===== config.mk =====
export PLATFORM = sky130hd
export DESIGN_NAME = ordered_list_engine_core_flat
export DESIGN_NICKNAME = d
export VERILOG_FILES = /design/src/hdl/ole_pkg.sv /design/src/hdl/ole_req_if.sv /design/src/hdl/ole_rsp_if.sv /design/src/hdl/ordered_list_engine_core.sv /design/src/hdl/ole_ram.sv /design/src/hdl/ole_datapath.sv /design/src/hdl/ole_ctrl.sv /design/src/flat_wrapper.sv
export SDC_FILE = /design/constraint.sdc
export NUM_CORES = 2
export LEC_CHECK = 0
export BUFFER_PORTS_ARGS = -buffer_cell sky130_fd_sc_hd__buf_2
export CAP_MARGIN = 20
export CORE_MARGIN = 1.5
export CORE_UTILIZATION = 60
export DETAILED_ROUTE_END_ITERATION = 8
export PLACE_DENSITY = 0.76
export SETUP_SLACK_MARGIN = 0.4
export SYNTH_ARGS = -nofsm -noshare
export SYNTH_HDL_FRONTEND = slang
export SYNTH_HIERARCHICAL = 1
export SYNTH_SLANG_ARGS = --single-unit

===== constraint.sdc =====
create_clock -name clk -period 12.12 [get_ports clk]
set_clock_uncertainty 0.05 [all_clocks]
set_input_delay 1.212 -clock clk [delete_from_list [all_inputs] [get_ports clk]]
set_output_delay 1.212 -clock clk [all_outputs]
set_load 0.005 [all_outputs]

===== src/hdl/ole_pkg.sv =====
// Shared types and constants for the ordered list engine.
// Depends on nothing; the datapath, controller, core and testbench import it.
`default_nettype none

package ole_pkg;

	// default list capacity
	localparam int unsigned CAPACITY_DEF = 64;

	// fixed field widths of the request and response beats
	localparam int unsigned OP_W     = 4;
	localparam int unsigned POS_W    = 7;
	localparam int unsigned VAL_W    = 32;
	localparam int unsigned STATUS_W = 3;
	localparam int unsigned FOUND_W  = 6;
	localparam int unsigned LEN_W    = 7;

	typedef enum logic [OP_W-1:0] {
		OP_INS_FRONT = 4'd0,
		OP_INS_BACK  = 4'd1,
		OP_INS_AT    = 4'd2,
		OP_DEL_FRONT = 4'd3,
		OP_DEL_BACK  = 4'd4,
		OP_DEL_AT    = 4'd5,
		OP_READ      = 4'd6,
		OP_FIND      = 4'd7,
		OP_CLEAR     = 4'd8
	} ole_op_t;

	typedef enum logic [STATUS_W-1:0] {
		ST_OK       = 3'd0,
		ST_RANGE    = 3'd1,
		ST_EMPTY    = 3'd2,
		ST_FULL     = 3'd3,
		ST_NOTFOUND = 3'd4
	} ole_status_t;

	typedef enum logic [2:0] {
		PTR_HOLD,
		PTR_LD_CNT,
		PTR_LD_POS,
		PTR_CLR,
		PTR_DEC,
		PTR_INC
	} ole_ptr_op_t;

	typedef enum logic [1:0] {
		CNT_HOLD,
		CNT_INC,
		CNT_DEC,
		CNT_CLR
	} ole_cnt_op_t;

	// controller to datapath
	typedef struct packed {
		logic        load;      // capture request beat
		ole_ptr_op_t ptr_op;
		ole_cnt_op_t cnt_op;
		logic        mv_up;     // read ptr-1, write it back at ptr next cycle
		logic        mv_dn;     // read ptr+1, write it back at ptr next cycle
		logic        scan_rd;   // read ptr, compare next cycle
		logic        rd_pos;    // read at the item position
		logic        wr_value;  // write item value at the item position
		logic        cap_read;  // capture read data as result
		logic        cap_found; // capture compare index as result
		logic        publish;   // load response register
		ole_status_t status;
	} ole_cmd_t;

	// datapath to controller
	typedef struct packed {
		ole_op_t op;
		logic    pos_gt_cnt;
		logic    pos_ge_cnt;
		logic    empty;
		logic    full;
		logic    ptr_gt_pos;
		logic    ptr_p1_lt_cnt;
		logic    ptr_lt_cnt;
		logic    hit;
		logic    out_free;
	} ole_sts_t;

endpackage

`default_nettype wire


===== src/hdl/ole_req_if.sv =====
// Request channel: valid/ready handshake with one list operation per beat.
// Depends on nothing.
`default_nettype none

interface ole_req_if;
	logic               valid;
	logic               ready;
	logic [3:0]         op;
	logic [6:0]         position;
	logic signed [31:0] value;

	modport source (output valid, output op, output position, output value, input ready);
	modport sink (input valid, input op, input position, input value, output ready);
endinterface

`default_nettype wire


===== src/hdl/ole_rsp_if.sv =====
// Response channel: valid/ready handshake with one result per beat.
// Depends on nothing.
`default_nettype none

interface ole_rsp_if;
	logic               valid;
	logic               ready;
	logic [2:0]         status;
	logic signed [31:0] read_value;
	logic [5:0]         found_position;
	logic [6:0]         length;

	modport source (output valid, output status, output read_value,
		output found_position, output length, input ready);
	modport sink (input valid, input status, input read_value,
		input found_position, input length, output ready);
endinterface

`default_nettype wire


===== src/hdl/ordered_list_engine_core.sv =====
// Ordered list engine top level: joins the controller and the datapath.
// Depends on ole_pkg, ole_req_if, ole_rsp_if, ole_ctrl and ole_datapath.
//
//   channel | role | beat payload
//   --------+------+------------------------------------------------
//   req     | sink | op, position, value
//   rsp     | src  | status, read_value, found_position, length
//
// One operation at a time; the memory has one read and one write port.
// Insert shifts the tail up and writes the value, delete shifts it down, find
// scans to the first match; rejected inserts and deletes, clear and unused op
// codes go to DONE. A stalled response holds the next result in DONE.
// A result waits in the response register while the next beat is taken.
// Reset empties the list at once; entry contents are not cleared.
`default_nettype none

module ordered_list_engine_core
	import ole_pkg::*;
#(
	parameter int unsigned CAPACITY = CAPACITY_DEF
) (
	input wire logic  clk,
	input wire logic  arst_n,
	ole_req_if.sink   req,
	ole_rsp_if.source rsp
);

	ole_cmd_t cmd;
	ole_sts_t sts;

	ole_ctrl u_ctrl (
		.clk       (clk),
		.arst_n    (arst_n),
		.req_valid (req.valid),
		.req_ready (req.ready),
		.sts       (sts),
		.cmd       (cmd)
	);

	ole_datapath #(
		.CAPACITY(CAPACITY)
	) u_datapath (
		.clk                (clk),
		.arst_n             (arst_n),
		.cmd                (cmd),
		.sts                (sts),
		.req_op             (req.op),
		.req_position       (req.position),
		.req_value          (req.value),
		.rsp_valid          (rsp.valid),
		.rsp_ready          (rsp.ready),
		.rsp_status         (rsp.status),
		.rsp_read_value     (rsp.read_value),
		.rsp_found_position (rsp.found_position),
		.rsp_length         (rsp.length)
	);

endmodule

`default_nettype wire


===== src/hdl/ole_ram.sv =====
// Generic simple dual-port RAM: one write port, one read port, registered read.
// No dependencies.
`default_nettype none

module ole_ram #(
	parameter int unsigned WIDTH = 32,
	parameter int unsigned DEPTH = 64
) (
	input  wire logic                     clk,
	input  wire logic                     we,
	input  wire logic [$clog2(DEPTH)-1:0] waddr,
	input  wire logic [WIDTH-1:0]         wdata,
	input  wire logic                     re,
	input  wire logic [$clog2(DEPTH)-1:0] raddr,
	output logic      [WIDTH-1:0]         rdata
);

	logic [WIDTH-1:0] mem [DEPTH];

	// write and registered read
	always_ff @(posedge clk) begin
		if (we) begin
			mem[waddr] <= wdata;
		end
		if (re) begin
			rdata <= mem[raddr];
		end
	end

endmodule

`default_nettype wire


===== src/hdl/ole_datapath.sv =====
// Datapath: list storage, count, scan pointer, item and response registers.
// Depends on ole_pkg and ole_ram.
`default_nettype none

module ole_datapath
	import ole_pkg::*;
#(
	parameter int unsigned CAPACITY = CAPACITY_DEF
) (
	input  wire logic               clk,
	input  wire logic               arst_n,
	input  wire ole_cmd_t           cmd,
	output ole_sts_t                sts,
	input  wire logic [3:0]         req_op,
	input  wire logic [6:0]         req_position,
	input  wire logic signed [31:0] req_value,
	output logic                    rsp_valid,
	input  wire logic               rsp_ready,
	output logic [2:0]              rsp_status,
	output logic signed [31:0]      rsp_read_value,
	output logic [5:0]              rsp_found_position,
	output logic [6:0]              rsp_length
);

	localparam int unsigned AW = $clog2(CAPACITY);
	localparam int unsigned CW = $clog2(CAPACITY + 1);
	localparam int unsigned PW = (CW > POS_W) ? CW : POS_W;

	ole_op_t           op_q;
	logic [PW-1:0]     pos_q;
	logic [VAL_W-1:0]  val_q;
	logic [CW-1:0]     cnt_q;
	logic [CW-1:0]     ptr_q;
	logic              wpend_q;
	logic [AW-1:0]     waddr_q;
	logic              cpend_q;
	logic [AW-1:0]     cidx_q;
	logic [VAL_W-1:0]  rd_q;
	logic [AW-1:0]     fp_q;

	logic [PW-1:0]     eff_pos;
	logic [CW-1:0]     ptr_m1;
	logic [CW:0]       ptr_p1;
	logic [CW-1:0]     cnt_m1;
	logic              ram_we;
	logic [AW-1:0]     ram_waddr;
	logic [VAL_W-1:0]  ram_wdata;
	logic              ram_re;
	logic [AW-1:0]     ram_raddr;
	logic [VAL_W-1:0]  ram_rdata;
	logic [31:0]       fp_wide;
	logic [31:0]       cnt_wide;

	assign ptr_m1   = ptr_q - CW'(1);
	assign ptr_p1   = {1'b0, ptr_q} + (CW + 1)'(1);
	assign cnt_m1   = cnt_q - CW'(1);
	assign fp_wide  = 32'(fp_q);
	assign cnt_wide = 32'(cnt_q);

	// resolve the list position an operation works on
	always_comb begin
		unique case (ole_op_t'(req_op))
			OP_INS_FRONT, OP_DEL_FRONT: eff_pos = '0;
			OP_INS_BACK:                eff_pos = PW'(cnt_q);
			OP_DEL_BACK:                eff_pos = PW'(cnt_m1);
			default:                    eff_pos = PW'(req_position);
		endcase
	end

	// status flags for the controller
	assign sts.op            = op_q;
	assign sts.pos_gt_cnt    = pos_q > PW'(cnt_q);
	assign sts.pos_ge_cnt    = pos_q >= PW'(cnt_q);
	assign sts.empty         = cnt_q == '0;
	assign sts.full          = cnt_q == CW'(CAPACITY);
	assign sts.ptr_gt_pos    = PW'(ptr_q) > pos_q;
	assign sts.ptr_p1_lt_cnt = ptr_p1 < {1'b0, cnt_q};
	assign sts.ptr_lt_cnt    = ptr_q < cnt_q;
	assign sts.hit           = cpend_q && (ram_rdata == val_q);
	assign sts.out_free      = !rsp_valid || rsp_ready;

	// read port select
	always_comb begin
		ram_re = 1'b1;
		priority if (cmd.mv_up) begin
			ram_raddr = ptr_m1[AW-1:0];
		end else if (cmd.mv_dn) begin
			ram_raddr = ptr_p1[AW-1:0];
		end else if (cmd.scan_rd) begin
			ram_raddr = ptr_q[AW-1:0];
		end else if (cmd.rd_pos) begin
			ram_raddr = pos_q[AW-1:0];
		end else begin
			ram_re    = 1'b0;
			ram_raddr = ptr_q[AW-1:0];
		end
	end

	// write port: a pending shift move, else the inserted value
	assign ram_we    = wpend_q || cmd.wr_value;
	assign ram_waddr = wpend_q ? waddr_q : pos_q[AW-1:0];
	assign ram_wdata = wpend_q ? ram_rdata : val_q;

	ole_ram #(
		.WIDTH(VAL_W),
		.DEPTH(CAPACITY)
	) u_ram (
		.clk   (clk),
		.we    (ram_we),
		.waddr (ram_waddr),
		.wdata (ram_wdata),
		.re    (ram_re),
		.raddr (ram_raddr),
		.rdata (ram_rdata)
	);

	// control registers: count, pointer, pending flags, response valid
	always_ff @(posedge clk or negedge arst_n) begin
		if (!arst_n) begin
			cnt_q     <= '0;
			ptr_q     <= '0;
			wpend_q   <= 1'b0;
			cpend_q   <= 1'b0;
			rsp_valid <= 1'b0;
		end else begin
			unique case (cmd.cnt_op)
				CNT_INC: cnt_q <= cnt_q + CW'(1);
				CNT_DEC: cnt_q <= cnt_m1;
				CNT_CLR: cnt_q <= '0;
				default: cnt_q <= cnt_q;
			endcase
			unique case (cmd.ptr_op)
				PTR_LD_CNT: ptr_q <= cnt_q;
				PTR_LD_POS: ptr_q <= pos_q[CW-1:0];
				PTR_CLR:    ptr_q <= '0;
				PTR_DEC:    ptr_q <= ptr_m1;
				PTR_INC:    ptr_q <= ptr_p1[CW-1:0];
				default:    ptr_q <= ptr_q;
			endcase
			wpend_q <= cmd.mv_up || cmd.mv_dn;
			cpend_q <= cmd.scan_rd;
			if (cmd.publish) begin
				rsp_valid <= 1'b1;
			end else if (rsp_ready) begin
				rsp_valid <= 1'b0;
			end
		end
	end

	// payload registers
	always_ff @(posedge clk) begin
		if (cmd.load) begin
			op_q  <= ole_op_t'(req_op);
			pos_q <= eff_pos;
			val_q <= req_value;
			rd_q  <= '0;
			fp_q  <= '0;
		end else begin
			if (cmd.cap_read) begin
				rd_q <= ram_rdata;
			end
			if (cmd.cap_found) begin
				fp_q <= cidx_q;
			end
		end
		if (cmd.mv_up || cmd.mv_dn) begin
			waddr_q <= ptr_q[AW-1:0];
		end
		if (cmd.scan_rd) begin
			cidx_q <= ptr_q[AW-1:0];
		end
		if (cmd.publish) begin
			rsp_status         <= cmd.status;
			rsp_read_value     <= rd_q;
			rsp_found_position <= fp_wide[FOUND_W-1:0];
			rsp_length         <= cnt_wide[LEN_W-1:0];
		end
	end

endmodule

`default_nettype wire


===== src/hdl/ole_ctrl.sv =====
// Controller: sequences decode, shift, read and scan steps for one operation.
// Depends on ole_pkg.
`default_nettype none

module ole_ctrl
	import ole_pkg::*;
(
	input  wire logic     clk,
	input  wire logic     arst_n,
	input  wire logic     req_valid,
	output logic          req_ready,
	input  wire ole_sts_t sts,
	output ole_cmd_t      cmd
);

	typedef enum logic [2:0] {
		S_IDLE,
		S_DECODE,
		S_SHIFT_UP,
		S_INS_WR,
		S_SHIFT_DN,
		S_RD_CAP,
		S_SCAN,
		S_DONE
	} state_t;

	state_t      state_q, state_d;
	ole_status_t status_q, status_d;

	assign req_ready = (state_q == S_IDLE);

	// next state and datapath commands
	always_comb begin
		state_d       = state_q;
		status_d      = status_q;
		cmd           = '0;
		cmd.ptr_op    = PTR_HOLD;
		cmd.cnt_op    = CNT_HOLD;
		cmd.status    = status_q;
		unique case (state_q)
			S_IDLE: begin
				if (req_valid) begin
					cmd.load = 1'b1;
					state_d  = S_DECODE;
				end
			end
			S_DECODE: begin
				status_d = ST_OK;
				state_d  = S_DONE;
				unique case (sts.op)
					OP_INS_FRONT, OP_INS_BACK, OP_INS_AT: begin
						if (sts.pos_gt_cnt) begin
							status_d = ST_RANGE;
						end else if (sts.full) begin
							status_d = ST_FULL;
						end else begin
							cmd.ptr_op = PTR_LD_CNT;
							state_d    = S_SHIFT_UP;
						end
					end
					OP_DEL_FRONT, OP_DEL_BACK, OP_DEL_AT: begin
						if (sts.empty) begin
							status_d = ST_EMPTY;
						end else if (sts.pos_ge_cnt) begin
							status_d = ST_RANGE;
						end else begin
							cmd.ptr_op = PTR_LD_POS;
							state_d    = S_SHIFT_DN;
						end
					end
					OP_READ: begin
						if (sts.pos_ge_cnt) begin
							status_d = ST_RANGE;
						end else begin
							cmd.rd_pos = 1'b1;
							state_d    = S_RD_CAP;
						end
					end
					OP_FIND: begin
						status_d   = ST_NOTFOUND;
						cmd.ptr_op = PTR_CLR;
						state_d    = S_SCAN;
					end
					OP_CLEAR: begin
						cmd.cnt_op = CNT_CLR;
					end
					default: begin
					end
				endcase
			end
			// move entries up one place, from the tail down to the position
			S_SHIFT_UP: begin
				if (sts.ptr_gt_pos) begin
					cmd.mv_up  = 1'b1;
					cmd.ptr_op = PTR_DEC;
				end else begin
					state_d = S_INS_WR;
				end
			end
			S_INS_WR: begin
				cmd.wr_value = 1'b1;
				cmd.cnt_op   = CNT_INC;
				state_d      = S_DONE;
			end
			// move entries down one place, from the position to the tail
			S_SHIFT_DN: begin
				if (sts.ptr_p1_lt_cnt) begin
					cmd.mv_dn  = 1'b1;
					cmd.ptr_op = PTR_INC;
				end else begin
					cmd.cnt_op = CNT_DEC;
					state_d    = S_DONE;
				end
			end
			S_RD_CAP: begin
				cmd.cap_read = 1'b1;
				state_d      = S_DONE;
			end
			// walk entries in order; stop at the first match
			S_SCAN: begin
				if (sts.hit) begin
					cmd.cap_found = 1'b1;
					status_d      = ST_OK;
					state_d       = S_DONE;
				end else if (sts.ptr_lt_cnt) begin
					cmd.scan_rd = 1'b1;
					cmd.ptr_op  = PTR_INC;
				end else begin
					state_d = S_DONE;
				end
			end
			// hold until the response register is free
			S_DONE: begin
				if (sts.out_free) begin
					cmd.publish = 1'b1;
					state_d     = S_IDLE;
				end
			end
			default: begin
				state_d = S_IDLE;
			end
		endcase
	end

	always_ff @(posedge clk or negedge arst_n) begin
		if (!arst_n) begin
			state_q  <= S_IDLE;
			status_q <= ST_OK;
		end else begin
			state_q  <= state_d;
			status_q <= status_d;
		end
	end

endmodule

`default_nettype wire


===== src/flat_wrapper.sv =====
// flat-port wrapper written by rule: the top's interface ports become plain ports
module ordered_list_engine_core_flat import ole_pkg::*;
#(
	parameter int unsigned CAPACITY = CAPACITY_DEF
)
  (clk, arst_n, req_valid, req_op, req_position, req_value, req_ready, rsp_valid, rsp_status, rsp_read_value, rsp_found_position, rsp_length, rsp_ready);
  ole_req_if req_i ();
  ole_rsp_if rsp_i ();
  input wire logic clk;
  input wire logic arst_n;
  input wire logic [$bits(req_i.valid)-1:0] req_valid;
  input wire logic [$bits(req_i.op)-1:0] req_op;
  input wire logic [$bits(req_i.position)-1:0] req_position;
  input wire logic [$bits(req_i.value)-1:0] req_value;
  output wire logic [$bits(req_i.ready)-1:0] req_ready;
  output wire logic [$bits(rsp_i.valid)-1:0] rsp_valid;
  output wire logic [$bits(rsp_i.status)-1:0] rsp_status;
  output wire logic [$bits(rsp_i.read_value)-1:0] rsp_read_value;
  output wire logic [$bits(rsp_i.found_position)-1:0] rsp_found_position;
  output wire logic [$bits(rsp_i.length)-1:0] rsp_length;
  input wire logic [$bits(rsp_i.ready)-1:0] rsp_ready;
  assign req_i.valid = req_valid;
  assign req_i.op = req_op;
  assign req_i.position = req_position;
  assign req_i.value = req_value;
  assign req_ready = req_i.ready;
  assign rsp_valid = rsp_i.valid;
  assign rsp_status = rsp_i.status;
  assign rsp_read_value = rsp_i.read_value;
  assign rsp_found_position = rsp_i.found_position;
  assign rsp_length = rsp_i.length;
  assign rsp_i.ready = rsp_ready;
  ordered_list_engine_core #(.CAPACITY(CAPACITY)) u_core (.clk(clk), .arst_n(arst_n), .req(req_i), .rsp(rsp_i));
endmodule

==> flow_metrics.tcl <==
set metrics [dict create \
    setup-violations-final 0 \
    setup_tns_ns 0 \
    start_kind "flop" \
    die_area_sq_um 147000 \
    crit_chain "ha_1, nand3_1, xnor2_1, ha_1, a21o_1, a21oi_1, o21ai_1, a211oi_1, nand4bb_1, inv_1, nor2_1, inv_2, o31ai_1, a21oi_4, buf_12, buf_4, mux4_2, mux4_2, o22ai_1, nor2_1" \
    die_w_microns 384 \
    hp-class "input port to asynchronous set/reset pin" \
    wirelength_mm 227 \
    wl_per_cell_microns 35.6 \
    slowest_delay_ns 0.80 \
    rsz0062_at_grt "false" \
    syn_area_per_cell_sq_um 21.5 \
    grt-ovfl-total 0 \
    path_max_fanout 93 \
    p_per_area_nw_per_um2 274 \
    netlist.area_leader.share_pct 75.2 \
    portBuffers 96 \
    worst_slew_margin_rel_pct 23.3 \
    clock_path_buffers 3 \
    synth_nets 4126 \
    numCtsBuffers 211 \
    final_util_pct 67.8 \
    timing.fmax_ghz 0.123 \
    synthFlopType "edfxtp_1" \
    cts.sinks 2244 \
    post-cts-setup-buffer-count 0 \
    grt_pass1_vias 43600 \
    syn-instance-count 4048 \
    io-pin-count 97 \
    drv_slew 0 \
    final_net_count 4356 \
    synth.area.top_cells "edfxtp_1 75%, mux4_2 14%, mux2i_1 1.6%" \
    fin_crit_sh_pct 67.1 \
    drc 0 \
    cts.repair.resized 0 \
    fin_area_sq_um 97500 \
    ff2ff_path_depth 20 \
    power_leakage_nw 31.0 \
    r2r-end "u_core/u_datapath/u_ram/rdata[18]" \
    outcome "complete, no violations" \
    worst-r2r-setup-slack_ns 3.99 \
    synth_edf_count 2183 \
    crit_family "compound AO/OA/AOI/OAI gates" \
    final_cell_mix "2183 x edfxtp_1, 544 x mux4_2, 218 x clkbuf_16" \
    critPathCaptureType "flop" \
    cp.required_ns 12.61 \
    final_common_cell "edfxtp_1" \
    start_util_pct 60.6 \
    cts_tree "yes" \
    worstSetupPathType "flop to flop" \
    placed_area_sq_um 90600 \
    root_buffer "clkbuf_16" \
    clk-insertion-delay-late_ns 0.86 \
    critPathArrivalTime_ns 8.62 \
    worst_r2r_startpoint "u_core/u_datapath/ptr_q[0]" \
    rows 139 \
    vias 44200 \
    finalHoldViolCount 0 \
    path_buf_inv 4 \
    cts.clk_slew.worst_paths_ns 0.07 \
    final_antenna_net_count 0 \
    netlist_area_sq_um 87100 \
    async_reset_ff_share_pct 1.02 \
    first_iter_violations 6936 \
    cts-hold-fix-buffers 0 \
    period_needed_ns 8.13 \
    worstMarginPinSlew_ns 1.15 \
    drt_pass1_iterations 6 \
    crit_slowest_cell "a21oi_4" \
    drive_gt1_share_pct 27.4 \
    post-dp-hpwl_mm 120 \
    ys_seq_elements 2244 \
    grt_pass1_wl_mm 319 \
    place.gp.congestion 0.892 \
    grt_usage_pct 31.1 \
    cap_violations 0 \
    seq_area_frac_synth_pct 76.8 \
    max-vdd-ir-drop_mv 0.340 \
    vias_per_cell 6.95 \
    yosysTopAreaCell "edfxtp_1" \
    syn_to_final_growth_pct 11.9 \
    yosys_warnings 6 \
    die_height_microns 384 \
    htreeDepth 4 \
    core_sq_um 144000 \
    grt_start_max_net_pins 119 \
    synth_cell_types 72 \
    antenna_found_initial 14 \
    whs_ns 0.311 \
]
power by group:
group          internal (mW)  leakage [nW]  total (mW)  switching [mW]
Combinational           3.98          7.42        10.1            6.13
Sequential              9.69          20.2        10.1           0.446
Clock                   3.69          3.35        6.51            2.82
Total                   17.4          31.0        26.8            9.39
final cells by class:
class	instances	area, sq um
Timing Repair Buffer	241	1720
Antenna cell	6	15.0
Tap cell	1903	2380
Clock inverter	131	1120
Inverter	28	105
Fill cell	8500	46300
Clock buffer	264	5710
Multi-Input combinational cell	1552	19600
Sequential cell	2244	66900
worst max-delay path by stage:
stage,start,endpoint,cells after the start
after detailed placement,u_core/u_datapath/ptr_q[0],u_core/u_datapath/u_ram/rdata[18],20
after global placement,u_core/u_datapath/ptr_q[0],u_core/u_datapath/u_ram/rdata[18],20
final,u_core/u_datapath/ptr_q[0],u_core/u_datapath/u_ram/rdata[18],20
after floorplan,u_core/u_datapath/ptr_q[1],u_core/u_datapath/u_ram/rdata[13],22
after global routing,u_core/u_datapath/ptr_q[0],u_core/u_datapath/u_ram/rdata[18],20
after CTS,u_core/u_datapath/ptr_q[0],u_core/u_datapath/u_ram/rdata[18],20
cell families after synthesis:
group / after synthesis / synth area share, %
mux: 720 / 16.1
simple gates: 424 / 2.31
buf+inv: 252 / 1.37
flops: 2244 / 76.8
compound gates: 328 / 2.45
fa+ha+maj: 31 / 0.445
xor+xnor: 49 / 0.501
flip-flops by register name (all words and copies together), names as in the netlist:
register                              cells
u_core/u_ctrl/state_q                     3
u_core/u_ctrl/status_q                    3
u_core/u_datapath/cidx_q                  6
u_core/u_datapath/cnt_q                   7
u_core/u_datapath/cpend_q                 1
u_core/u_datapath/fp_q                    6
u_core/u_datapath/op_q                    4
u_core/u_datapath/pos_q                   7
u_core/u_datapath/ptr_q                   7
u_core/u_datapath/rd_q                   32
u_core/u_datapath/rsp_found_position      6
u_core/u_datapath/rsp_length              7
u_core/u_datapath/rsp_read_value         32
u_core/u_datapath/rsp_status              3
u_core/u_datapath/rsp_valid               1
u_core/u_datapath/u_ram/mem            2048
u_core/u_datapath/u_ram/rdata            32
u_core/u_datapath/val_q                  32
u_core/u_datapath/waddr_q                 6
u_core/u_datapath/wpend_q                 1
cell usage after synthesis (19+ instances only):
cell,n
inv_1,22
nor2_1,210
o22ai_1,88
buf_2,77
edfxtp_1,2183
ha_1,31
a21oi_1,89
nand3_1,19
buf_1,24
mux2i_1,143
mux4_2,544
dfxtp_1,38
dfrtp_1,23
mux2_2,33
nor3_1,23
clkbuf_1,88
buf_4,29
xnor2_1,36
nor2b_1,23
o221ai_1,34
o21ai_0,23
nand2_1,62
worst register-to-register path, stage by stage (launching register included):
cell	delay [ns]
dfrtp_1	0.62
ha_1	0.35
nand3_1	0.17
xnor2_1	0.19
ha_1	0.32
a21o_1	0.18
a21oi_1	0.12
o21ai_1	0.08
a211oi_1	0.59
nand4bb_1	0.23
inv_1	0.30
nor2_1	0.17
inv_2	0.26
o31ai_1	0.15
a21oi_4	0.80
buf_12	0.58
buf_4	0.68
mux4_2	0.57
mux4_2	0.53
o22ai_1	0.72
nor2_1	0.13
per-layer routing:
layer	vias up	global-route usage (%)	wire, microns
met5	-	0.780	172
met4	4	14.7	11900
met3	478	8.23	30200
met2	3287	47.3	106000
met1	23000	42.7	78700
li1	17400	-	-
metrics by stage:
| step | total power, mW | cells | worst slack (ns) |
|---|---|---|---|
| floorplan | 16.6 | 4048 | 7.03 |
| global placement | 19.9 | 5961 | 4.18 |
| detailed placement | 20.1 | 5962 | 4.08 |
| CTS | 26.7 | 6357 | 3.98 |
| global route | 27.5 | 6367 | 3.46 |
| finish | 26.8 | 6369 | 3.99 |
Power figures use the tool's default switching activity.
